**config.mk**
```make
export PLATFORM = sky130hd
export DESIGN_NAME = dss_back
export DESIGN_NICKNAME = d
export VERILOG_FILES = /design/src/hdl/dss_pkg.sv /design/src/hdl/dss_back.sv
export SDC_FILE = /design/constraint.sdc
export NUM_CORES = 2
export LEC_CHECK = 0
export BUFFER_PORTS_ARGS = -buffer_cell sky130_fd_sc_hd__clkbuf_2
export CAP_MARGIN = 20
export CORE_UTILIZATION = 60
export CTS_BUF_LIST = sky130_fd_sc_hd__clkbuf_8
export DETAILED_ROUTE_END_ITERATION = 7
export PLACE_DENSITY = 0.78
export SYNTH_ARGS = -nofsm -noshare
export SYNTH_HDL_FRONTEND = slang
export SYNTH_SLANG_ARGS = --single-unit
```
**constraint.sdc**
```tcl
create_clock -name clk -period 15.48 [get_ports clk]
set_input_delay 0.774 -clock clk [delete_from_list [all_inputs] [get_ports clk]]
set_output_delay 0.774 -clock clk [all_outputs]
set_load 0.01 [all_outputs]
```
**src/hdl/dss_pkg.sv**
```systemverilog
// Shared types, constants and helper functions of the diffusion-shock stencil pass.
// No dependencies; every other file of the block refers to it by scoped names.

package dss_pkg;

	// Frame limits and the widths that follow from them
	localparam int MAX_WIDTH  = 2048;
	localparam int MAX_HEIGHT = 4096;
	localparam int COL_BITS   = $clog2(MAX_WIDTH);
	localparam int WCNT_BITS  = $clog2(MAX_WIDTH + 1);
	localparam int HCNT_BITS  = $clog2(MAX_HEIGHT + 1);
	localparam int ROW_BITS   = $clog2(MAX_HEIGHT + 2);

	// Register file
	localparam int FW_BITS       = 12;
	localparam int FH_BITS       = 13;
	localparam int GAIN_BITS     = 7;
	localparam int CFG_DATA_BITS = 13;
	localparam int CFG_IDX_BITS  = 3;

	localparam int RST_FRAME_WIDTH  = 640;
	localparam int RST_FRAME_HEIGHT = 480;
	localparam int RST_COHERENCE    = 84;
	localparam int RST_DIFFUSION    = 68;
	localparam int RST_SHOCK        = 34;

	typedef enum logic [CFG_IDX_BITS-1:0] {
		REG_FRAME_WIDTH    = 3'd0,
		REG_FRAME_HEIGHT   = 3'd1,
		REG_COHERENCE      = 3'd2,
		REG_DIFFUSION      = 3'd3,
		REG_SHOCK          = 3'd4
	} cfg_reg_t;

	// Arithmetic constants
	localparam int PIX_MAX   = 255;
	localparam int PCT_FULL  = 100;
	localparam int DIV_BLEND = 100;
	localparam int DIV_DIFF  = 118;
	localparam int DIV_SHOCK = 170;

	// Reciprocals for exact truncating division below 2^15
	localparam int RECIP_SHIFT = 22;
	localparam int RECIP_BITS  = 16;
	localparam int BLEND_BITS  = 16;
	localparam int MAG_BITS    = BLEND_BITS - 1;
	localparam int PROD_BITS   = MAG_BITS + RECIP_BITS;
	localparam logic [RECIP_BITS-1:0] RECIP_BLEND =
		RECIP_BITS'(((1 << RECIP_SHIFT) + DIV_BLEND - 1) / DIV_BLEND);
	localparam logic [RECIP_BITS-1:0] RECIP_DIFF =
		RECIP_BITS'(((1 << RECIP_SHIFT) + DIV_DIFF - 1) / DIV_DIFF);
	localparam logic [RECIP_BITS-1:0] RECIP_SHOCK =
		RECIP_BITS'(((1 << RECIP_SHIFT) + DIV_SHOCK - 1) / DIV_SHOCK);

	// Job queue between front and back
	localparam int QDEPTH    = 4;
	localparam int QPTR_BITS = $clog2(QDEPTH);
	localparam int QLVL_BITS = $clog2(QDEPTH + 1);

	typedef logic [7:0] pix_t;

	typedef struct packed {
		pix_t top;
		pix_t mid;
		pix_t bot;
	} column_t;

	typedef struct packed {
		pix_t older;
		pix_t newer;
	} line_pair_t;

	typedef struct packed {
		column_t lc;
		column_t cc;
		column_t rc;
		logic    last;
	} job_t;

	typedef struct packed {
		logic [WCNT_BITS-1:0] width;
		logic [HCNT_BITS-1:0] height;
	} frame_cfg_t;

	typedef struct packed {
		logic [GAIN_BITS-1:0] coherence;
		logic [GAIN_BITS-1:0] diffusion;
		logic [GAIN_BITS-1:0] shock;
	} gain_cfg_t;

	function automatic logic [WCNT_BITS-1:0] sat_width(input logic [FW_BITS-1:0] v);
		logic [WCNT_BITS-1:0] r;
		if (v == '0) begin
			r = WCNT_BITS'(1);
		end else if (int'(v) > MAX_WIDTH) begin
			r = WCNT_BITS'(MAX_WIDTH);
		end else begin
			r = WCNT_BITS'(v);
		end
		return r;
	endfunction

	function automatic logic [HCNT_BITS-1:0] sat_height(input logic [FH_BITS-1:0] v);
		logic [HCNT_BITS-1:0] r;
		if (v == '0) begin
			r = HCNT_BITS'(1);
		end else if (int'(v) > MAX_HEIGHT) begin
			r = HCNT_BITS'(MAX_HEIGHT);
		end else begin
			r = HCNT_BITS'(v);
		end
		return r;
	endfunction

	function automatic logic [GAIN_BITS-1:0] sat_gain(input logic [GAIN_BITS-1:0] v);
		return (int'(v) > PCT_FULL) ? GAIN_BITS'(PCT_FULL) : v;
	endfunction

endpackage

```
**src/hdl/dss_back.sv**
```systemverilog
// Back of the stencil pass: five arithmetic stages and the output register that
// turn one 3x3 job into a filtered pixel. Depends on dss_pkg.

module dss_back (
	input  logic                clk,
	input  logic                arst_n,
	input  dss_pkg::gain_cfg_t  gain,
	input  logic                job_valid,
	input  dss_pkg::job_t       job,
	output logic                job_pop,
	output logic                out_valid,
	input  logic                out_stall,
	output dss_pkg::pix_t       pixel_out,
	output logic                frame_last
);

	logic adv;
	logic valid_s1, valid_s2, valid_s3, valid_s4, valid_s5, out_valid_q;

	// stage 1 inputs
	dss_pkg::pix_t c, l, r, u, d, ul, ur, dl, dr;
	dss_pkg::pix_t ax, ay, pa, pb, tang_avg, iso_avg, grad;
	logic          gx_neg, gy_neg;
	logic [9:0]    sum4, sum4_rnd, c4;
	logic [8:0]    gsum, pair;

	dss_pkg::pix_t      c_s1, c_s2, c_s3, c_s4, c_s5;
	logic               last_s1, last_s2, last_s3, last_s4, last_s5;
	logic               lap_pos_s1, lap_pos_s2, lap_pos_s3;
	logic               lap_neg_s1, lap_neg_s2, lap_neg_s3;
	logic signed [8:0]  tang_s1, iso_s1;
	dss_pkg::pix_t      grad_s1;

	// stage 2
	logic [dss_pkg::GAIN_BITS-1:0]    iso_wt;
	logic signed [16:0]               blend_full;
	logic [14:0]                      gs;
	logic signed [dss_pkg::BLEND_BITS-1:0] blend_s2;
	logic [14:0]                      gs_s2;

	// stage 3
	logic                             blend_neg;
	logic [dss_pkg::MAG_BITS-1:0]     blend_mag;
	logic [dss_pkg::PROD_BITS-1:0]    blend_prod, shock_prod;
	dss_pkg::pix_t                    blend_q, shock_q;
	logic signed [8:0]                diff1_s3;
	dss_pkg::pix_t                    shock_s3;

	// stage 4
	logic signed [16:0]               scaled_full;
	logic signed [dss_pkg::BLEND_BITS-1:0] scaled_s4;
	logic signed [8:0]                shock_s4, shock_s5;

	// stage 5
	logic                             scaled_neg;
	logic [dss_pkg::MAG_BITS-1:0]     scaled_mag;
	logic [dss_pkg::PROD_BITS-1:0]    diff_prod;
	dss_pkg::pix_t                    diff_q;
	logic signed [8:0]                diff_s5;

	// output
	logic signed [10:0]               sum_v;
	dss_pkg::pix_t                    sat_v;
	dss_pkg::pix_t                    pixel_q;
	logic                             last_q;

	// Whole pipeline moves unless a finished pixel is waiting on the output
	assign adv       = !out_valid_q || !out_stall;
	assign job_pop   = job_valid && adv;
	assign out_valid = out_valid_q;
	assign pixel_out = pixel_q;
	assign frame_last = last_q;

	always_ff @(posedge clk or negedge arst_n) begin
		if (!arst_n) begin
			valid_s1    <= 1'b0;
			valid_s2    <= 1'b0;
			valid_s3    <= 1'b0;
			valid_s4    <= 1'b0;
			valid_s5    <= 1'b0;
			out_valid_q <= 1'b0;
		end else if (adv) begin
			valid_s1    <= job_pop;
			valid_s2    <= valid_s1;
			valid_s3    <= valid_s2;
			valid_s4    <= valid_s3;
			valid_s5    <= valid_s4;
			out_valid_q <= valid_s5;
		end
	end

	// Stage 1: gradient, direction pick, tangential and isotropic averages
	always_comb begin
		c  = job.cc.mid;
		u  = job.cc.top;
		d  = job.cc.bot;
		l  = job.lc.mid;
		ul = job.lc.top;
		dl = job.lc.bot;
		r  = job.rc.mid;
		ur = job.rc.top;
		dr = job.rc.bot;

		gx_neg = r < l;
		gy_neg = d < u;
		ax     = gx_neg ? (l - r) : (r - l);
		ay     = gy_neg ? (u - d) : (d - u);

		sum4     = 10'(l) + 10'(r) + 10'(u) + 10'(d);
		sum4_rnd = sum4 + 10'd2;
		iso_avg  = sum4_rnd[9:2];
		c4       = {c, 2'b00};

		gsum = 9'(ax) + 9'(ay);
		grad = (gsum > 9'(dss_pkg::PIX_MAX)) ? 8'(dss_pkg::PIX_MAX) : gsum[7:0];

		if ({1'b0, ax} > {ay, 1'b0}) begin
			pa = u;
			pb = d;
		end else if ({1'b0, ay} > {ax, 1'b0}) begin
			pa = l;
			pb = r;
		end else if (gx_neg == gy_neg) begin
			pa = ur;
			pb = dl;
		end else begin
			pa = ul;
			pb = dr;
		end
		pair     = 9'(pa) + 9'(pb) + 9'd1;
		tang_avg = pair[8:1];
	end

	always_ff @(posedge clk) begin
		if (adv) begin
			c_s1       <= c;
			last_s1    <= job.last;
			tang_s1    <= $signed({1'b0, tang_avg}) - $signed({1'b0, c});
			iso_s1     <= $signed({1'b0, iso_avg}) - $signed({1'b0, c});
			grad_s1    <= grad;
			lap_pos_s1 <= sum4 > c4;
			lap_neg_s1 <= sum4 < c4;
		end
	end

	// Stage 2: coherence blend and shock magnitude products
	assign iso_wt     = dss_pkg::GAIN_BITS'(dss_pkg::PCT_FULL) - gain.coherence;
	assign blend_full = tang_s1 * $signed({1'b0, gain.coherence}) +
		iso_s1 * $signed({1'b0, iso_wt});
	assign gs         = grad_s1 * gain.shock;

	always_ff @(posedge clk) begin
		if (adv) begin
			c_s2       <= c_s1;
			last_s2    <= last_s1;
			lap_pos_s2 <= lap_pos_s1;
			lap_neg_s2 <= lap_neg_s1;
			blend_s2   <= blend_full[dss_pkg::BLEND_BITS-1:0];
			gs_s2      <= gs;
		end
	end

	// Stage 3: divide by 100 and 170 (exact below 2^15), truncating toward zero
	always_comb begin
		blend_neg  = blend_s2[dss_pkg::BLEND_BITS-1];
		blend_mag  = blend_neg ? dss_pkg::MAG_BITS'(-blend_s2) :
			blend_s2[dss_pkg::MAG_BITS-1:0];
		blend_prod = blend_mag * dss_pkg::RECIP_BLEND;
		blend_q    = blend_prod[dss_pkg::RECIP_SHIFT +: 8];
		shock_prod = gs_s2 * dss_pkg::RECIP_SHOCK;
		shock_q    = shock_prod[dss_pkg::RECIP_SHIFT +: 8];
	end

	always_ff @(posedge clk) begin
		if (adv) begin
			c_s3       <= c_s2;
			last_s3    <= last_s2;
			lap_pos_s3 <= lap_pos_s2;
			lap_neg_s3 <= lap_neg_s2;
			diff1_s3   <= blend_neg ? -$signed({1'b0, blend_q}) : $signed({1'b0, blend_q});
			shock_s3   <= shock_q;
		end
	end

	// Stage 4: diffusion scale; give the shock the sign opposite to the Laplacian
	assign scaled_full = diff1_s3 * $signed({1'b0, gain.diffusion});

	always_ff @(posedge clk) begin
		if (adv) begin
			c_s4      <= c_s3;
			last_s4   <= last_s3;
			scaled_s4 <= scaled_full[dss_pkg::BLEND_BITS-1:0];
			if (lap_pos_s3) begin
				shock_s4 <= -$signed({1'b0, shock_s3});
			end else if (lap_neg_s3) begin
				shock_s4 <= $signed({1'b0, shock_s3});
			end else begin
				shock_s4 <= '0;
			end
		end
	end

	// Stage 5: divide by 118, truncating toward zero
	always_comb begin
		scaled_neg = scaled_s4[dss_pkg::BLEND_BITS-1];
		scaled_mag = scaled_neg ? dss_pkg::MAG_BITS'(-scaled_s4) :
			scaled_s4[dss_pkg::MAG_BITS-1:0];
		diff_prod  = scaled_mag * dss_pkg::RECIP_DIFF;
		diff_q     = diff_prod[dss_pkg::RECIP_SHIFT +: 8];
	end

	always_ff @(posedge clk) begin
		if (adv) begin
			c_s5     <= c_s4;
			last_s5  <= last_s4;
			shock_s5 <= shock_s4;
			diff_s5  <= scaled_neg ? -$signed({1'b0, diff_q}) : $signed({1'b0, diff_q});
		end
	end

	// Output: sum and clamp to the pixel range
	always_comb begin
		sum_v = $signed({3'b000, c_s5}) + $signed({{2{diff_s5[8]}}, diff_s5}) +
			$signed({{2{shock_s5[8]}}, shock_s5});
		if (sum_v[10]) begin
			sat_v = '0;
		end else if (sum_v[9:8] != 2'b00) begin
			sat_v = 8'(dss_pkg::PIX_MAX);
		end else begin
			sat_v = sum_v[7:0];
		end
	end

	always_ff @(posedge clk) begin
		if (adv) begin
			pixel_q <= sat_v;
			last_q  <= last_s5;
		end
	end

endmodule

```
# Yosys cells after proc, flatten, opt, wreduce, memory -nomap -nowiden
# Index checks and enable logic that the tools add are counted.
dict set report classes {
  addsub 22
  multipliers 7
  n_lt_le_gt_ge 7
  eq_ne 1
  n_mux 15
  n_reduce_logical 5
}
# cell count
set op_table {}
lappend op_table {{$mux W8} 12}
lappend op_table {{$mul A9 B8 Y16} 3}
lappend op_table {{$sub A8 B8 Y8} 4}
lappend op_table {{$mul A15 B15 Y30 const B} 1}
lappend op_table {{$mul A15 B16 Y30 const B} 1}
lappend op_table {{$mux W15} 2}
lappend op_table {{$neg A15 Y15} 2}
lappend op_table {{$add A8 B8 Y9} 3}
lappend op_table {{$mul A15 B13 Y27 const B} 1}
lappend op_table {{$neg A8 Y9} 3}
lappend op_table {{$gt A8 B9 Y1} 2}
lappend op_table {{$sub A8 B8 Y9} 2}
lappend op_table {{$add A16 B16 Y16} 1}
lappend op_table {{$lt A8 B8 Y1} 2}
lappend op_table {{$mul A8 B7 Y15} 1}
lappend op_table {{$add A10 B9 Y11} 1}
lappend op_table {{$add A10 B2 Y10 const B} 1}
lappend op_table {{$add A10 B8 Y10} 1}
lappend op_table {{$add A9 B8 Y10} 1}
lappend op_table {{$add A9 B9 Y10} 1}
lappend op_table {{$gt A10 B10 Y1} 1}
lappend op_table {{$lt A10 B10 Y1} 1}
lappend op_table {{$add A9 B1 Y9 const B} 1}
lappend op_table {{$gt A9 B8 Y1 const B} 1}
lappend op_table {{other kinds (7)} 8}
dict set report word_totals {
  reg_bits 183
  inputBits 98
  out_inout_bits 11
  word_cells 94
}

# Longest topological paths before layout
dict set report depth {
  ltp_word 8
  ltp_mapped 38
  ltp_nobuf 35
}

# Least setup slack after synthesis
# Ideal clock, no wire load.
dict set report synth_path {
  path_type {register to register}
  start {reg blend_s2[5] in the netlist's numbering}
  end {reg diff1_s3[7] (data pin)}
  setup_ns 0.268
  t_arrival_ns 7.514
  required_ns 15.212
  path_slack_ns 7.697
  stages_incl_launch_ff 27
  n_path_buf 0
  synth_period_minus_slack_ns 7.783
  path_cell_list {edfxtp_1 or4_1 or2_4 or4_4 o31ai_1 xor2_1 inv_1 ha_1 inv_1 fa_1 inv_1 fa_1 inv_1 fa_1 inv_1 fa_1 ha_1 and3_1 a41oi_1 o21ai_0 nor4b_4 nor3_1 or4_1 a2111o_1 mux2i_1 o221ai_1 xor2_1}
}
dict set report synth_via {
  elab_chain_len 5
}
# item line
set synth_rtl {}
lappend synth_rtl {{from (decl)} dss_back.sv:38} ;# logic signed [dss_pkg::BLEND_BITS-1:0] blend_s2;
lappend synth_rtl {{from (signal assigned)} dss_back.sv:158} ;# blend_s2 <= blend_full[dss_pkg::BLEND_BITS-1:0];
lappend synth_rtl {{$neg A15 Y15} dss_back.sv:166} ;# blend_mag = blend_neg ? dss_pkg::MAG_BITS'(-blend_s2) :
lappend synth_rtl {{$mux W15 *} dss_back.sv:166}
lappend synth_rtl {{$mul A15 B13 Y27 *} dss_back.sv:168} ;# blend_prod = blend_mag * dss_pkg::RECIP_BLEND;
lappend synth_rtl {{$neg A8 Y9} dss_back.sv:180} ;# diff1_s3 <= blend_neg ? -$signed({1'b0, blend_q}) : $signed({1'b0, blend_q});
lappend synth_rtl {{$mux W8 *} dss_back.sv:180}
lappend synth_rtl {{to (signal assigned)} dss_back.sv:180}
lappend synth_rtl {{to (decl)} dss_back.sv:46} ;# logic signed [8:0] diff1_s3;
# Every way passes the cells marked *; elsewhere a longest branch is shown, timed or not.
# A chain may end at the register's enable or synchronous reset.

# Final worst setup path
# Same ends and word-level chain as after synthesis.

==> metrics <==
crit start category register; hold depth 1; area share of and/or/nand/nor cells after synthesis about a tenth; IO Port Bufs roughly 110; initial core utilization about 60%; Clk Latency, worst-skew pair approximately 560 ps; Max-slew headroom around a third; Area growth syn-to-layout 5.89%; ranking of synthesized cells by area fa_1 25%, ha_1 23%, edfxtp_1 18%, inv_1 8.3%, xnor2_1 3.9%; synthesized net count 4028; syn_area_per_cell ~10 sq um; adder-cell share of the synthesized area roughly half; DR vias/cell between 5 and 6; post-DR wirelength/cell between 15 and 20 microns; share of cells above drive strength 1 5.56%; Crit path top cell by count inv_1; final cycle utilization of the critical path 53.3%; vias around 21000; Ports ~110; fmax ~0.12 GHz; GRT Util Overall around a quarter; Crit Path Max Fanout 5; pins over their slew limit 0; Die H around 230 microns; reg-to-reg startpoint blend_s2[5]$_DFFE_PN_; Final HPWL DP 51.9 mm; commonest cells in the netlist 666 x inv_1, 558 x ha_1, 381 x fa_1; Pre-antenna DRT Iters 6; Warnings, synthesis 0; DRT Wirelength between 60 and 70 mm; first-pass GRT wire length 104 mm; Synth Cell Area about 30000 sq um; clk buf depth 2; CTS resizes 0; final net count slightly above 4000; min-delay src job[0]; Root Buffer Master clkbuf_8; xor and xnor area share after synthesis around 5.3%; CTS Sinks around 180; GP Congestion between 0.9 and 1; final setup TNS 0 ps; DRC 0; WS Path Type register to register; Largest stage delay, worst path 550 ps; ys flop type edfxtp_1; fill count about 3900; Final Hold Fails 0; FF+latch count, synth between 150 and 200; crit path launch blend_s2[5]$_DFFE_PN_; vias in the first global route ~22000; unrepaired setup endpoints after global routing false; Crit. End Element register; clk slew on worst S/H paths ~110 ps; minimum clock period between 8000 and 9000 ps; WP data arrival 8550 ps; post-synthesis mux area share ~1.3%; Mapped Cells 2991; antenna violations before repair 2; r2r endpoint diff1_s3[7]$_DFFE_PN_; Hold/Removal Path Class primary input to register; Worst Path Required ~16000 ps; Routed Antenna Nets 0; WP buf/inv 5; top cell type's share of synthesized area about a quarter; slowest CP cell or4_1; Rows between 80 and 90; total CTS buffers 17; Core Box Area just under 50000 sq um; Yosys top cell by area fa_1; largest delay contributor family on the critical path adder cells; register area around 5500 sq um; initial DRC count 1129; Die W between 200 and 250 microns; largest net degree at the start of global routing 79; Layout Skew 19.7 ps; Seq/Total Area, Yosys a little under a fifth; main combinational cell family by area after synthesis adder cells; synth unique cells 75; Post-synth ARST share roughly 3.3%; endpoints failing setup 0; r2r setup slk between 7000 and 8000 ps; count leader, synth inv_1; gr ovfl total 0; Max Cap Violations 0; footprint of the multi-input gates ~22000 sq um; reg2reg path depth 26; Hold Path Sink last_s1$_DFFE_PN_; Least-Margin Pin Slew between 1000 and 1500 ps; die area about 50000 sq um; # H-tree levels 4; post-synthesis compound-gate area fraction 8.04%; number of flops mapped to enable cells by yosys approximately 180; CTS tree built; status complete, no violations
layer usage:
| layer | track usage (%) | share of wire (%) | vias to the layer above |
|---|---|---|---|
| met5 | 0 | 0.022 | - |
| met2 | 45.5 | 51 | 526 |
| met3 | 3.10 | 4.2 | 118 |
| met4 | 8.23 | 2.5 | 2 |
| li1 | - | - | 9952 |
| met1 | 32.0 | 42 | 10100 |
final cells by class:
type	instances	share of cell area [%]
Clock inverter	15	0.609
Antenna cell	1	0.00786
Sequential cell	183	17.2
Inverter	666	7.85
Tap cell	664	2.61
Multi-Input combinational cell	2115	69.1
Clock buffer	17	0.735
Timing Repair Buffer	116	1.89
stage by stage:
| stage | util [%] | hold WS, ps | instances | setup WS, ps | instance area (sq um) |
|---|---|---|---|---|---|
| 6_report | 64.8 | 403 | 3777 | 7230 | 31800 |
| 5_1_grt | 64.8 | 373 | 3777 | 6790 | 31800 |
| 4_1_cts | 64.8 | 336 | 3776 | 7230 | 31800 |
| 3_5_place_dp | 63.9 | 405 | 3743 | 7240 | 31400 |
| 3_3_place_gp | 63.9 | 400 | 3743 | 7340 | 31400 |
| 2_1_floorplan | - | 400 | 2991 | 7700 | 30100 |
sequential cells by signal, indices dropped and copies added (netlist names), 8 cells and up:
register and cells:
blend_s2 16, c_s1 8, c_s2 8, c_s3 8, c_s4 8, c_s5 8
diff1_s3 9, diff_s5 9, grad_s1 8, gs_s2 15, iso_s1 9, pixel_out 8
scaled_s4 16, shock_s3 8, shock_s4 9, shock_s5 9, tang_s1 9
worst max-delay path by stage:
stage / to / slack (ps) / cells past startpoint
floorplan: diff1_s3[7]$_DFFE_PN_ / 7700 / 26
global placement: diff1_s3[7]$_DFFE_PN_ / 7340 / 26
detailed placement: diff1_s3[7]$_DFFE_PN_ / 7240 / 26
CTS: diff1_s3[7]$_DFFE_PN_ / 7230 / 26
global route: diff1_s3[7]$_DFFE_PN_ / 6790 / 26
finish: diff1_s3[7]$_DFFE_PN_ / 7230 / 26
cell usage in the layout (no fill, tap or decap), types with 5 or more instances in the layout:
cell	netlist	layout
clkbuf_2	0	108
nand4_1	11	11
and2_1	146	146
inv_8	0	5
o21a_1	19	19
clkbuf_8	0	17
mux2_2	7	7
and3_1	10	10
fa_1	381	381
or3_1	15	15
nor3_1	18	18
buf_4	0	7
nor2_1	92	92
nand2b_1	26	26
a21o_1	35	35
nor2b_1	37	37
a21oi_1	107	107
a21boi_0	6	6
xor2_1	44	44
o31ai_1	14	14
nand3_1	19	19
or4_1	9	9
nand2_1	170	169
inv_1	666	666
ha_1	558	558
xnor2_1	135	135
edfxtp_1	177	177
a211oi_1	10	10
o21bai_1	26	26
dfrtp_1	6	6
mux2i_1	29	28
o21ai_0	81	81
o21ai_1	18	18
o211ai_1	9	9
cells by family (layout without fill, tap and decap cells):
| family | after synthesis | after routing |
|---|---|---|
| XOR/XNOR | 181 | 181 |
| AND/OR/NAND/NOR | 580 | 580 |
| adder cells (fa/ha/maj) | 939 | 939 |
| multiplexers | 37 | 37 |
| other | 0 | 1 |
| buffers and inverters | 693 | 814 |
| flip-flops | 183 | 183 |
| AO/OA/AOI/OAI | 378 | 378 |
what timing repair did:
| item | 4_1_cts | 5_1_grt |
|---|---|---|
| hold buffers | 1 | 0 |
| hold endpoints to repair | 6 | 0 |
| buffers inserted | 0 | 0 |
Power is left out: the tool's default activity adds up to more than one toggle a clock period on the data nets, which glitch-free logic cannot reach.
