`src/hdl/dss_pkg.sv`:
```
// Shared types, constants and helper functions of the diffusion-shock stencil pass.
// No dependencies; every other file of the block refers to it by scoped names.

package dss_pkg;

	// Frame limits and the widths that follow from them
	localparam int MAX_WIDTH  = 2048;
	localparam int MAX_HEIGHT = 4096;
	localparam int COL_BITS   = $clog2(MAX_WIDTH);
	localparam int WCNT_BITS  = $clog2(MAX_WIDTH + 1);
	localparam int HCNT_BITS  = $clog2(MAX_HEIGHT + 1);
	localparam int ROW_BITS   = $clog2(MAX_HEIGHT + 2);

	// Register file
	localparam int FW_BITS       = 12;
	localparam int FH_BITS       = 13;
	localparam int GAIN_BITS     = 7;
	localparam int CFG_DATA_BITS = 13;
	localparam int CFG_IDX_BITS  = 3;

	localparam int RST_FRAME_WIDTH  = 640;
	localparam int RST_FRAME_HEIGHT = 480;
	localparam int RST_COHERENCE    = 84;
	localparam int RST_DIFFUSION    = 68;
	localparam int RST_SHOCK        = 34;

	typedef enum logic [CFG_IDX_BITS-1:0] {
		REG_FRAME_WIDTH    = 3'd0,
		REG_FRAME_HEIGHT   = 3'd1,
		REG_COHERENCE      = 3'd2,
		REG_DIFFUSION      = 3'd3,
		REG_SHOCK          = 3'd4
	} cfg_reg_t;

	// Arithmetic constants
	localparam int PIX_MAX   = 255;
	localparam int PCT_FULL  = 100;
	localparam int DIV_BLEND = 100;
	localparam int DIV_DIFF  = 118;
	localparam int DIV_SHOCK = 170;

	// Reciprocals for exact truncating division below 2^15
	localparam int RECIP_SHIFT = 22;
	localparam int RECIP_BITS  = 16;
	localparam int BLEND_BITS  = 16;
	localparam int MAG_BITS    = BLEND_BITS - 1;
	localparam int PROD_BITS   = MAG_BITS + RECIP_BITS;
	localparam logic [RECIP_BITS-1:0] RECIP_BLEND =
		RECIP_BITS'(((1 << RECIP_SHIFT) + DIV_BLEND - 1) / DIV_BLEND);
	localparam logic [RECIP_BITS-1:0] RECIP_DIFF =
		RECIP_BITS'(((1 << RECIP_SHIFT) + DIV_DIFF - 1) / DIV_DIFF);
	localparam logic [RECIP_BITS-1:0] RECIP_SHOCK =
		RECIP_BITS'(((1 << RECIP_SHIFT) + DIV_SHOCK - 1) / DIV_SHOCK);

	// Job queue between front and back
	localparam int QDEPTH    = 4;
	localparam int QPTR_BITS = $clog2(QDEPTH);
	localparam int QLVL_BITS = $clog2(QDEPTH + 1);

	typedef logic [7:0] pix_t;

	typedef struct packed {
		pix_t top;
		pix_t mid;
		pix_t bot;
	} column_t;

	typedef struct packed {
		pix_t older;
		pix_t newer;
	} line_pair_t;

	typedef struct packed {
		column_t lc;
		column_t cc;
		column_t rc;
		logic    last;
	} job_t;

	typedef struct packed {
		logic [WCNT_BITS-1:0] width;
		logic [HCNT_BITS-1:0] height;
	} frame_cfg_t;

	typedef struct packed {
		logic [GAIN_BITS-1:0] coherence;
		logic [GAIN_BITS-1:0] diffusion;
		logic [GAIN_BITS-1:0] shock;
	} gain_cfg_t;

	function automatic logic [WCNT_BITS-1:0] sat_width(input logic [FW_BITS-1:0] v);
		logic [WCNT_BITS-1:0] r;
		if (v == '0) begin
			r = WCNT_BITS'(1);
		end else if (int'(v) > MAX_WIDTH) begin
			r = WCNT_BITS'(MAX_WIDTH);
		end else begin
			r = WCNT_BITS'(v);
		end
		return r;
	endfunction

	function automatic logic [HCNT_BITS-1:0] sat_height(input logic [FH_BITS-1:0] v);
		logic [HCNT_BITS-1:0] r;
		if (v == '0) begin
			r = HCNT_BITS'(1);
		end else if (int'(v) > MAX_HEIGHT) begin
			r = HCNT_BITS'(MAX_HEIGHT);
		end else begin
			r = HCNT_BITS'(v);
		end
		return r;
	endfunction

	function automatic logic [GAIN_BITS-1:0] sat_gain(input logic [GAIN_BITS-1:0] v);
		return (int'(v) > PCT_FULL) ? GAIN_BITS'(PCT_FULL) : v;
	endfunction

endpackage

```
`src/hdl/dss_fifo.sv`:
```
// Short job queue between the window front and the arithmetic back.
// Depends on dss_pkg for the job type and queue depth.

module dss_fifo (
	input  logic                          clk,
	input  logic                          arst_n,
	input  logic                          push,
	input  dss_pkg::job_t                 push_data,
	input  logic                          pop,
	output dss_pkg::job_t                 head,
	output logic                          not_empty,
	output logic [dss_pkg::QLVL_BITS-1:0] level
);

	dss_pkg::job_t                 slot_q [dss_pkg::QDEPTH];
	logic [dss_pkg::QPTR_BITS-1:0] wr_ptr_q;
	logic [dss_pkg::QPTR_BITS-1:0] rd_ptr_q;
	logic [dss_pkg::QLVL_BITS-1:0] count_q;

	assign head      = slot_q[rd_ptr_q];
	assign not_empty = count_q != '0;
	assign level     = count_q;

	always_ff @(posedge clk) begin
		if (push) begin
			slot_q[wr_ptr_q] <= push_data;
		end
	end

	always_ff @(posedge clk or negedge arst_n) begin
		if (!arst_n) begin
			wr_ptr_q <= '0;
			rd_ptr_q <= '0;
			count_q  <= '0;
		end else begin
			if (push) begin
				wr_ptr_q <= (wr_ptr_q == dss_pkg::QPTR_BITS'(dss_pkg::QDEPTH - 1)) ?
					'0 : wr_ptr_q + 1'b1;
			end
			if (pop) begin
				rd_ptr_q <= (rd_ptr_q == dss_pkg::QPTR_BITS'(dss_pkg::QDEPTH - 1)) ?
					'0 : rd_ptr_q + 1'b1;
			end
			count_q <= count_q + dss_pkg::QLVL_BITS'(push) - dss_pkg::QLVL_BITS'(pop);
		end
	end

	// Credit check upstream must keep the queue from overflowing
	a_no_overflow: assert property (@(posedge clk) disable iff (!arst_n)
		push |-> (count_q < dss_pkg::QLVL_BITS'(dss_pkg::QDEPTH)) || pop)
		else $error("job queue overflow");

	a_no_underflow: assert property (@(posedge clk) disable iff (!arst_n)
		pop |-> count_q != '0)
		else $error("job queue popped while empty");

endmodule

```
`config.mk`:
```
export PLATFORM = sky130hd
export DESIGN_NAME = dss_fifo
export DESIGN_NICKNAME = d
export VERILOG_FILES = /design/src/hdl/dss_pkg.sv /design/src/hdl/dss_fifo.sv
export SDC_FILE = /design/constraint.sdc
export NUM_CORES = 1
export LEC_CHECK = 0
export BUFFER_PORTS_ARGS = -buffer_cell sky130_fd_sc_hd__clkbuf_2
export CORE_MARGIN = 2
export CORE_UTILIZATION = 32
export DETAILED_ROUTE_END_ITERATION = 16
export SLEW_MARGIN = 20
export SYNTH_ARGS = -nofsm -noshare
export SYNTH_HDL_FRONTEND = slang
export SYNTH_SLANG_ARGS = --single-unit
```
`constraint.sdc`:
```
create_clock -name clk -period 3.2 [get_ports clk]
set_clock_uncertainty 0.1 [all_clocks]
set_input_delay 0.32 -clock clk [delete_from_list [all_inputs] [get_ports clk]]
set_output_delay 0.32 -clock clk [all_outputs]
set_load 0.02 [all_outputs]
```
[After elaboration in Yosys (flattened, before gate mapping)]
Memories as Yosys holds them, arrays and structs flattened.
Index checks and enable logic that the tools add are counted.
Cells by class
  add/sub/neg operators: 4
  multiplexer cells: 4
  equal/unequal tests: 2
  reductions and logical operators: 1
Operators with widths (number)
  $add 2x1->2 const B: 2
  $eq 2x2->1 const B: 2
  $mux 2: 2
  $add 3x1->3: 1
  $reduce_bool 3->1: 1
  $sub 3x1->3: 1
  $mux 1: 2
Storage, ports and cells
  memories kept: 1
  output and inout bits: 77
  bits in writable memories: 292
  flip-flop bits (word level): 7
  input port bits: 77
Memory list
  slot_q: words 4, width 73, rd ports 1, clocked after memory_dff 0, write ports 1, line dss_fifo.sv:15  | dss_pkg::job_t slot_q [dss_pkg::QDEPTH];

[Longest topological paths before layout]
Gate-level depths: netlist (run 1).
  depth after elaboration: 2
  mapped depth: 8
  mapped depth without buffers: 8

[Worst setup path after synthesis (run 1)]
No wires, ideal clock.
  path type: register -> register
  start point: reg wr_ptr_q[0] (netlist bit)
  end point: mem slot_q[0][0] (netlist bit) (enable)
  stages on the path, launching flop included: 4
  library setup time: 0.439 ns
  path slack: 0.336 ns
  path buffers: 0
  data arrival time: 2.325 ns
  path through: dfrtp_1 > inv_1 > ha_1 > and2_1
RTL lines
  from (decl): line dss_fifo.sv:16  | logic [dss_pkg::QPTR_BITS-1:0] wr_ptr_q;
  from (signal assigned): line dss_fifo.sv:37  | wr_ptr_q <= (wr_ptr_q == dss_pkg::QPTR_BITS'(dss_pkg::QDEPTH - 1)) ?
  to (decl): line dss_fifo.sv:15
Straight into the memory's write port.

==> results of run 1 <==
## how the worst min path moves through the flow
stage                     cells after the start          end  slack (ns)    from
after floorplan                               0     level[0]       -0.08  arst_n
after global placement                        1     level[0]        0.07  arst_n
after detailed placement                      1     level[0]        0.07  arst_n
after CTS                                     2  rd_ptr_q[1]       0.008  arst_n
after global routing                          2  rd_ptr_q[0]        0.04  arst_n
final                                         2  rd_ptr_q[1]        0.05  arst_n
## cell usage after synthesis (2+ instances only)
master | n | area share
inv_1 | 6 | 0.0021
buf_2 | 7 | 0.0032
edfxtp_1 | 292 | 0.80
xnor2_1 | 2 | 0.0016
dfrtp_1 | 7 | 0.016
buf_6 | 6 | 0.0062
o21ai_0 | 2 | 0.00092
and2_1 | 4 | 0.0023
mux4_2 | 73 | 0.15
buf_4 | 2 | 0.0014
mux2_2 | 2 | 0.0021
ha_1 | 7 | 0.0080
## cell usage in the layout, fill, tap and decap left out
cell / n
edfxtp_1: 292
clkbuf_2: 153
dlygate4sd3_1: 76
mux4_2: 73
clkbuf_16: 31
clkinv_1: 8
ha_1: 7
buf_12: 7
inv_1: 6
dfrtp_1: 5
and2_4: 4
clkinv_2: 4
bufinv_16: 4
clkbuf_1: 4
buf_4: 4
xnor2_1: 2
o21ai_0: 2
mux2_2: 2
clkinv_4: 2
dfrtp_4: 2
or3_1: 1
or3b_2: 1
nor2_1: 1
nand2_1: 1
fa_1: 1
clkinvlp_4: 1
## kinds of logic (layout without fill, tap and decap cells)
| kind of cell | Yosys count | after routing | synth area share |
|---|---|---|---|
| fa+ha+maj | 8 | 8 | 0.00984 |
| compound gates | 2 | 2 | 0.000915 |
| xor+xnor | 2 | 2 | 0.00160 |
| buf+inv | 22 | 300 | 0.0132 |
| simple gates | 8 | 8 | 0.00435 |
| flops | 299 | 299 | 0.818 |
| mux | 75 | 75 | 0.152 |
## per-stage QoR
stage / worst slack (ns) / cell area [um^2]
2_1_floorplan: 0.336 / 10900
3_3_place_gp: 0.922 / 12300
3_5_place_dp: 0.912 / 12300
4_1_cts: 0.300 / 14100
5_1_grt: 0.225 / 14100
6_report: 0.426 / 14100
## worst register-to-register path, cell delays in order (launching register included)
cell and delay, ns:
dfrtp_1 0.41, inv_1 0.12, ha_1 0.17, and2_4 0.47, buf_12 0.37
## where the power goes
part           switching [mW]  total (mW)  internal (mW)
sequential              0.334        5.36           5.02
combinational            2.13        3.77           1.64
clock                    1.39        3.46           2.07
## flip-flops by register name, indices dropped and copies added, names as in the netlist
name,flops
level,3
rd_ptr_q,2
slot_q,292
wr_ptr_q,2
## per-layer routing
layer	global-route usage	share of wire
met2	0.210	0.51
met3	0.0224	0.045
met4	0.0300	0.018
met1	0.158	0.43
met5	0	0
## cell type report
cell class | count | area, um^2
Multi-Input combinational cell | 95 | 1860
Clock inverter | 19 | 195
Sequential cell | 299 | 8950
Timing Repair Buffer | 240 | 1700
Inverter | 6 | 22.5
Fill cell | 2921 | 19500
Tap cell | 448 | 561
Clock buffer | 35 | 791
==> results.py, run 1 <==
metrics = {
    "outcome": {
        "status": "finished, final reports clean",
    },
    "logic_synthesis": {
        "async_reset_ff_frac": 0.0234,
        "synth_ff_type": "edfxtp_1",
        "synth-seq-area-share": 0.818,
        "ys_warn_count": 0,
        "synth_cell_types": 18,
        "synth_edf_count": 292,
        "synth_nets": 501,
        "synth_area_um2": 10900,
        "ys_ff_latch": 299,
        "synthCells": 416,
        "syn_avg_cell_area_um2": 26.3,
    },
    "clock_network": {
        "clk_pin_slew_ns": 0.06,
        "cts_repair_resize_count": 0,
        "cts_tree": "yes",
        "cts_hold_buffers": 76,
        "post_cts_buffers": 0,
        "clock_sinks": 299,
        "cts_root_buf": "clkbuf_16",
        "clock_path_buffers": 3,
        "cts_buffers": 30,
        "clk-insertion-delay-late_ns": 0.55,
        "htreeDepth": 1,
    },
    "sta": {
        "worstMarginPinSlew_ns": 0.540,
        "setup_violations": 0,
        "maxSlewViolCount": 0,
        "rsz0062_at_grt": "false",
        "whs_ns": 0.0517,
        "fin_setup_tns_ns": 0,
        "finalCriticalPeriod_ns": 2.77,
        "maxSlewHeadroom": 0.640,
        "final-hold-violation-count": 0,
        "fin_crit_sh": 0.867,
        "max_freq_mhz": 361,
    },
    "layout": {
        "final_util": 0.419,
        "nNetsFinal": 757,
        "final_cells": 1142,
        "diodes": 0,
        "syn_to_final_growth_pct": 28.7,
        "drive_gt1_frac": 0.415,
    },
    "worst_setup_path": {
        "cp-end-kind": "output pin",
        "crit_path_end": "head[3]",
        "worstSetupPathDepth": 3,
        "slowest_stage": "dfrtp_4",
        "critPathBufInv": 2,
        "cp-start-kind": "flop",
        "startpoint": "rd_ptr_q[0]",
        "reg2reg_slack_ns": 1.20,
        "r2r-end": "slot_q[0][27]",
        "cp_top_family": "flip-flops",
        "crit_fanout": 25,
        "max_stage_delay_ns": 0.77,
        "worstPathArrival_ns": 2.35,
        "path_cells": "buf_4 > mux4_2 > clkbuf_2",
        "r2r_start": "wr_ptr_q[0]",
        "cp.required_ns": 2.78,
        "path_class": "flop to output pin",
        "reg2reg_depth": 4,
    },
    "run": {
        "max-cap-violations": 0,
    },
    "placed_design": {
        "place_inst": 1012,
        "numPortBuffers": 153,
        "gp_congestion": 0.662,
        "dpl.hpwl_mm": 12.8,
    },
    "global_route": {
        "track_usage": 0.121,
        "grt_max_degree": 46,
        "grt_pass1_vias": 5707,
        "grt_pass1_wl_mm": 33.1,
        "overflow": 0,
        "grt_antenna_before_repair": 0,
    },
    "die": {
        "num_io_pins": 154,
        "rows": 67,
        "die_h_um": 189,
        "coreArea_um2": 33600,
        "start_util": 0.325,
        "die_x_um": 189,
        "dieArea_um2": 35700,
    },
    "route": {
        "drc": 0,
        "routed-via-count": 5171,
        "wl_per_cell_um": 18.9,
        "drtIter0Drc": 346,
        "drt-pass1-iter-count": 4,
        "drt-total-wl_mm": 21.6,
        "routed_via_density": 4.53,
        "ant_nets": 0,
    },
    "power": {
        "p_leak_nw": 4.86,
        "power_density_nw_per_um2": 894,
        "ir_worst_vdd_uv": 585,
        "power_mw": 12.6,
    },
    "worst_hold_path": {
        "hold_class": "primary input to async pin",
    },
}
Power figures use the tool's default switching activity.
==> run 2, diff against run 1 <==
Settings changed: GPL_TIMING_DRIVEN set to 0, PLACE_DENSITY set to 0.55.
==> run 2 against run 1 <==
  * Via count is 1.0% higher
  * Final cell count is 0.88% higher
  * Critical path type unchanged
  * Combinational power is 6.6% higher
  * Critical path depth is 1 higher
  * Highest routed layer unchanged
==> results.py, run 2 (same netlist as run 1, synthesis figures left out) <==
metrics = {
    "worst_setup_path": {
        "path_class": "flop to output pin",
        "r2r_start": "wr_ptr_q[0]",
        "cp.required_ns": 2.78,
        "cp-start-kind": "flop",
        "reg2reg_slack_ns": 1.17,
        "worstPathArrival_ns": 2.21,
        "reg2reg_depth": 4,
        "crit_fanout": 10,
        "r2r-end": "slot_q[0][43]",
        "cp-end-kind": "output pin",
    },
    "placed_design": {
        "dpl.hpwl_mm": 13.2,
        "dpl_worst_slack_ns": 1.06,
        "gp_congestion": 0.711,
        "placed_cell_area_um2": 12400,
        "place_inst": 1021,
        "numPortBuffers": 153,
    },
    "sta": {
        "rsz0062_at_grt": "false",
        "maxSlewHeadroom": 0.554,
        "maxSlewViolCount": 0,
        "max_freq_mhz": 381,
        "final-hold-violation-count": 0,
        "setup_violations": 0,
        "worstMarginPinSlew_ns": 0.669,
        "fin_crit_sh": 0.821,
        "postLayoutSetupSlackWorst_ns": 0.574,
        "finalCriticalPeriod_ns": 2.63,
    },
    "power": {
        "share_seq_of_total_power": 0.408,
        "power.internal_mw": 8.76,
        "p_comb_frac": 0.317,
        "pwr-share-clk": 0.274,
        "power_density_nw_per_um2": 897,
        "p_leak_nw": 4.91,
        "power_mw": 12.7,
        "ir_worst_vdd_uv": 600,
        "swShare": 0.309,
        "switching_power_mw": 3.91,
    },
    "clock_network": {
        "cts_tree": "yes",
        "clk-insertion-delay-late_ns": 0.54,
        "cts_repair_resize_count": 0,
        "cts_buffers": 31,
        "clk_pin_slew_ns": 0.06,
        "clock_sinks": 299,
        "cts_root_buf": "clkbuf_16",
        "clock_path_buffers": 3,
        "htreeDepth": 1,
    },
    "layout": {
        "final_cell_mix": "edfxtp_1 (292), clkbuf_2 (153), dlygate4sd3_1 (76), mux4_2 (73), clkbuf_16 (31)",
        "drive_gt1_frac": 0.420,
        "nNetsFinal": 767,
        "largest_register_ffs": 292,
        "largest_register": "slot_q",
        "diodes": 0,
        "fillers": 2910,
        "final_cells": 1152,
        "multi_input_area_um2": 1860,
        "final_common_cell": "edfxtp_1",
        "fin_area_um2": 14100,
        "seq_area_um2": 8940,
        "syn_to_final_growth_pct": 29.2,
    },
    "route": {
        "routed_via_density": 4.54,
        "routed-via-count": 5225,
        "drt-total-wl_mm": 21.7,
        "wl_per_cell_um": 18.8,
        "drc": 0,
        "drt-pass1-iter-count": 4,
        "drtIter0Drc": 360,
        "ant_nets": 0,
    },
    "run": {
        "max-cap-violations": 0,
    },
    "global_route": {
        "grt_pass1_wl_mm": 33.2,
        "grt_pass1_vias": 5688,
        "overflow": 0,
        "grt_max_degree": 42,
        "grt_antenna_before_repair": 0,
        "track_usage": 0.122,
    },
    "die": {
        "start_util": 0.325,
        "rows": 67,
        "coreArea_um2": 33600,
        "dieArea_um2": 35700,
        "die_x_um": 189,
        "die_h_um": 189,
        "num_io_pins": 154,
    },
    "worst_hold_path": {
        "hold_class": "primary input to async pin",
    },
    "outcome": {
        "status": "finished, final reports clean",
    },
}
-- run 2: layout make-up --
class / count / area share
Buffer: 16 / 0.00859
Clock buffer: 33 / 0.0554
Clock inverter: 22 / 0.0143
Inverter: 6 / 0.00159
Multi-Input combinational cell: 95 / 0.132
Sequential cell: 299 / 0.633
Tap cell: 448 / 0.0397
Timing Repair Buffer: 233 / 0.116
-- run 2: critical path, stage by stage (launching register included) --
cell and delay [ns]:
dfrtp_1 0.37, buf_2 0.33, buf_2 0.38, mux4_2 0.39, clkbuf_2 0.18
-- run 2: per-layer routing --
| layer | vias to the layer above | wire (um) | part of all wire | track usage |
|---|---|---|---|---|
| met5 | - | 0 | 0 | 0 |
| met4 | 0 | 392 | 0.018 | 0.0316 |
| met3 | 33 | 1050 | 0.048 | 0.0248 |
| met2 | 133 | 11300 | 0.52 | 0.218 |
| met1 | 2732 | 8890 | 0.41 | 0.151 |
| li1 | 2327 | - | - | - |
-- run 2: worst max path at each step --
stage,from,to,slack [ns]
after global routing,rd_ptr_q[1],head[64],0.38
final,rd_ptr_q[1],head[64],0.57
after CTS,rd_ptr_q[1],head[64],0.44
after global placement,wr_ptr_q[0],slot_q[2][2],-1.10
after floorplan,wr_ptr_q[0],slot_q[0][0],0.34
after detailed placement,rd_ptr_q[1],head[71],1.06
-- run 2: power groups by stage --
stage | Clock, mW | Sequential (mW) | Combinational, mW
2_1_floorplan | 0 | 5.27 | 2.69
3_3_place_gp | 0 | 5.31 | 3.94
3_5_place_dp | 0 | 5.26 | 4.09
4_1_cts | 3.59 | 5.19 | 4.18
5_1_grt | 3.75 | 5.22 | 4.35
6_report | 3.48 | 5.17 | 4.02
-- run 2: timing repair --
item	4_1_cts	5_1_grt
endpoints found under the hold margin	303	0
setup buffers	0	0
hold buffers	76	0
-- run 2: metrics by stage --
step / utilization / hold WS (ns) / setup TNS [ns]
floorplan: - / -0.0756 / 0
global placement: 0.365 / 0.0621 / -308.98
detailed placement: 0.368 / 0.0806 / 0
CTS: 0.420 / 0.0198 / 0
global route: 0.420 / 0.0315 / 0
finish: 0.420 / 0.0545 / 0
==> run 3, diff against run 2 <==
Clock period 3.2 ns to 2.7 ns, I/O delays scaled along.
==> run 3 against run 2 <==
  * Flip-flop and latch count unchanged
  * Sequential power rose by 19%
  * Clock power rose by 31%
  * Cell area up 1.0%
  * First-iteration DRC count is 47% lower
  * Clock-buffer cell count grew 7
  * Critical path type unchanged
  * Largest power group unchanged
==> results.py, run 3 (same netlist as run 1, synthesis figures left out) <==
metrics = {
    "clock_network": {
        "clock_sinks": 299,
        "cts_root_buf": "clkbuf_16",
        "cts_tree": "yes",
        "clock_path_buffers": 3,
        "clk_pin_slew_ns": 0.06,
        "post_cts_buffers": 0,
        "clk-insertion-delay-late_ns": 0.54,
        "cts_buffers": 31,
        "htreeDepth": 1,
    },
    "power": {
        "power_mw": 15.5,
        "power_density_nw_per_um2": 1080,
        "power.internal_mw": 10.8,
        "ir_worst_vdd_uv": 640,
        "p_comb_frac": 0.309,
        "switching_power_mw": 4.65,
        "pwr-share-clk": 0.295,
        "share_seq_of_total_power": 0.396,
        "p_leak_nw": 4.98,
        "swShare": 0.301,
    },
    "placed_design": {
        "gp_congestion": 0.662,
        "dpl.hpwl_mm": 13.1,
        "placed_cell_area_um2": 12400,
        "numPortBuffers": 153,
    },
    "sta": {
        "fin_setup_tns_ns": 0,
        "max_freq_mhz": 394,
        "maxSlewViolCount": 0,
        "finalCriticalPeriod_ns": 2.54,
        "fin_crit_sh": 0.940,
        "final-hold-violation-count": 0,
        "maxSlewHeadroom": 0.573,
        "rsz0062_at_grt": "false",
        "worstMarginPinSlew_ns": 0.641,
        "setup_violations": 0,
    },
    "worst_setup_path": {
        "startpoint": "rd_ptr_q[1]",
        "r2r_start": "wr_ptr_q[0]",
        "cp-end-kind": "output pin",
        "cp-start-kind": "flop",
        "worstPathArrival_ns": 2.17,
        "reg2reg_depth": 4,
        "cp.required_ns": 2.33,
        "path_class": "flop to output pin",
        "crit_fanout": 10,
    },
    "route": {
        "ant_nets": 0,
        "drt-total-wl_mm": 21.5,
        "wl_per_cell_um": 18.6,
        "routed_via_density": 4.51,
        "drt-pass1-iter-count": 4,
        "routed-via-count": 5209,
        "drc": 0,
        "drtIter0Drc": 191,
    },
    "worst_hold_path": {
        "hold_start": "push_data[14]",
        "hold_class": "primary input to flop",
        "whs_path_depth": 2,
    },
    "global_route": {
        "grt_max_degree": 45,
        "grt_pass1_vias": 5789,
        "track_usage": 0.122,
        "grt_pass1_wl_mm": 33.2,
        "overflow": 0,
        "grt_antenna_before_repair": 0,
    },
    "die": {
        "start_util": 0.325,
        "rows": 67,
        "die_h_um": 189,
        "die_x_um": 189,
        "coreArea_um2": 33600,
        "num_io_pins": 154,
        "dieArea_um2": 35700,
    },
    "outcome": {
        "status": "finished, final reports clean",
    },
    "layout": {
        "fin_area_um2": 14300,
        "drive_gt1_frac": 0.424,
        "final_common_cell": "edfxtp_1",
        "largest_register_ffs": 292,
        "nNetsFinal": 768,
        "diodes": 0,
        "largest_register": "slot_q",
        "final_cell_mix": "edfxtp_1 (292), clkbuf_2 (153), dlygate4sd3_1 (77), mux4_2 (73), clkbuf_16 (31)",
        "fillers": 2950,
        "syn_to_final_growth_pct": 30.5,
        "final_util": 0.425,
    },
    "run": {
        "max-cap-violations": 0,
    },
}
-- run 3: changes by cell type in the layout (fill, tap and decap cells not counted), sizes merged --
| cell | previous run | this run |
|---|---|---|
| clkinv | 17 | 8 |
| clkbuf | 187 | 195 |
| bufinv | 4 | 7 |
| clkinvlp | 1 | 0 |
| dlygate4sd3 | 76 | 77 |
| inv | 6 | 8 |
| buf | 19 | 18 |
-- run 3: what timing repair did --
action,4_1_cts,5_1_grt
hold endpoints to repair,304,0
setup endpoints to repair,0,8
hold buffers,77,0
resized for setup,0,2
-- run 3: per-layer routing --
metal,GRT usage,routed length [um],vias up
met3,0.0278,1220,38
met4,0.0306,438,0
li1,-,-,2327
met5,0,0,-
met1,0.147,8730,2716
met2,0.220,11100,128
-- run 3: worst paths after layout --
kind                                       to  slack, ns
min in group asynchronous            level[0]       0.60
max in group asynchronous         rd_ptr_q[1]       1.64
worst min-delay path            slot_q[1][14]       0.38
worst max-delay path                 head[19]       0.16
worst max register to register  slot_q[0][52]       0.71
worst min register to register       level[2]       0.40
-- run 3: final cells by class --
class,count,area [um^2],share of cell area
sequential,299,8940,0.626
multi-input combinational,95,1860,0.130
timing repair buffer,234,1650,0.115
clock buffer,40,850,0.0595
tap,448,561,0.0393
clock inverter,17,267,0.0187
buffer,16,128,0.00894
inverter,6,22.5,0.00158
-- run 3: power by group through the flow --
| stage | clock (mW) | sequential, mW | combinational [mW] |
|---|---|---|---|
| after floorplan | 0 | 6.21 | 3.19 |
| after CTS | 4.71 | 6.14 | 4.95 |
| after detailed placement | 0 | 6.24 | 4.84 |
| after global routing | 4.88 | 6.20 | 5.18 |
| final | 4.56 | 6.13 | 4.78 |
| after global placement | 0 | 6.23 | 4.68 |
-- run 3: critical path: stages, from the launching register on --
cell      delay (ns)
dfrtp_1         0.37
buf_2           0.35
buf_2           0.36
mux4_2          0.36
clkbuf_2        0.18
-- run 3: per-stage QoR --
step	setup WS (ns)	cells	hold slack, ns
final	0.162	1155	0.379
after global routing	0.00492	1155	0.356
after CTS	0.00784	1155	0.338
after detailed placement	0.615	1021	0.0285
after global placement	-0.141	1017	0.0156
after floorplan	0.634	416	-0.126
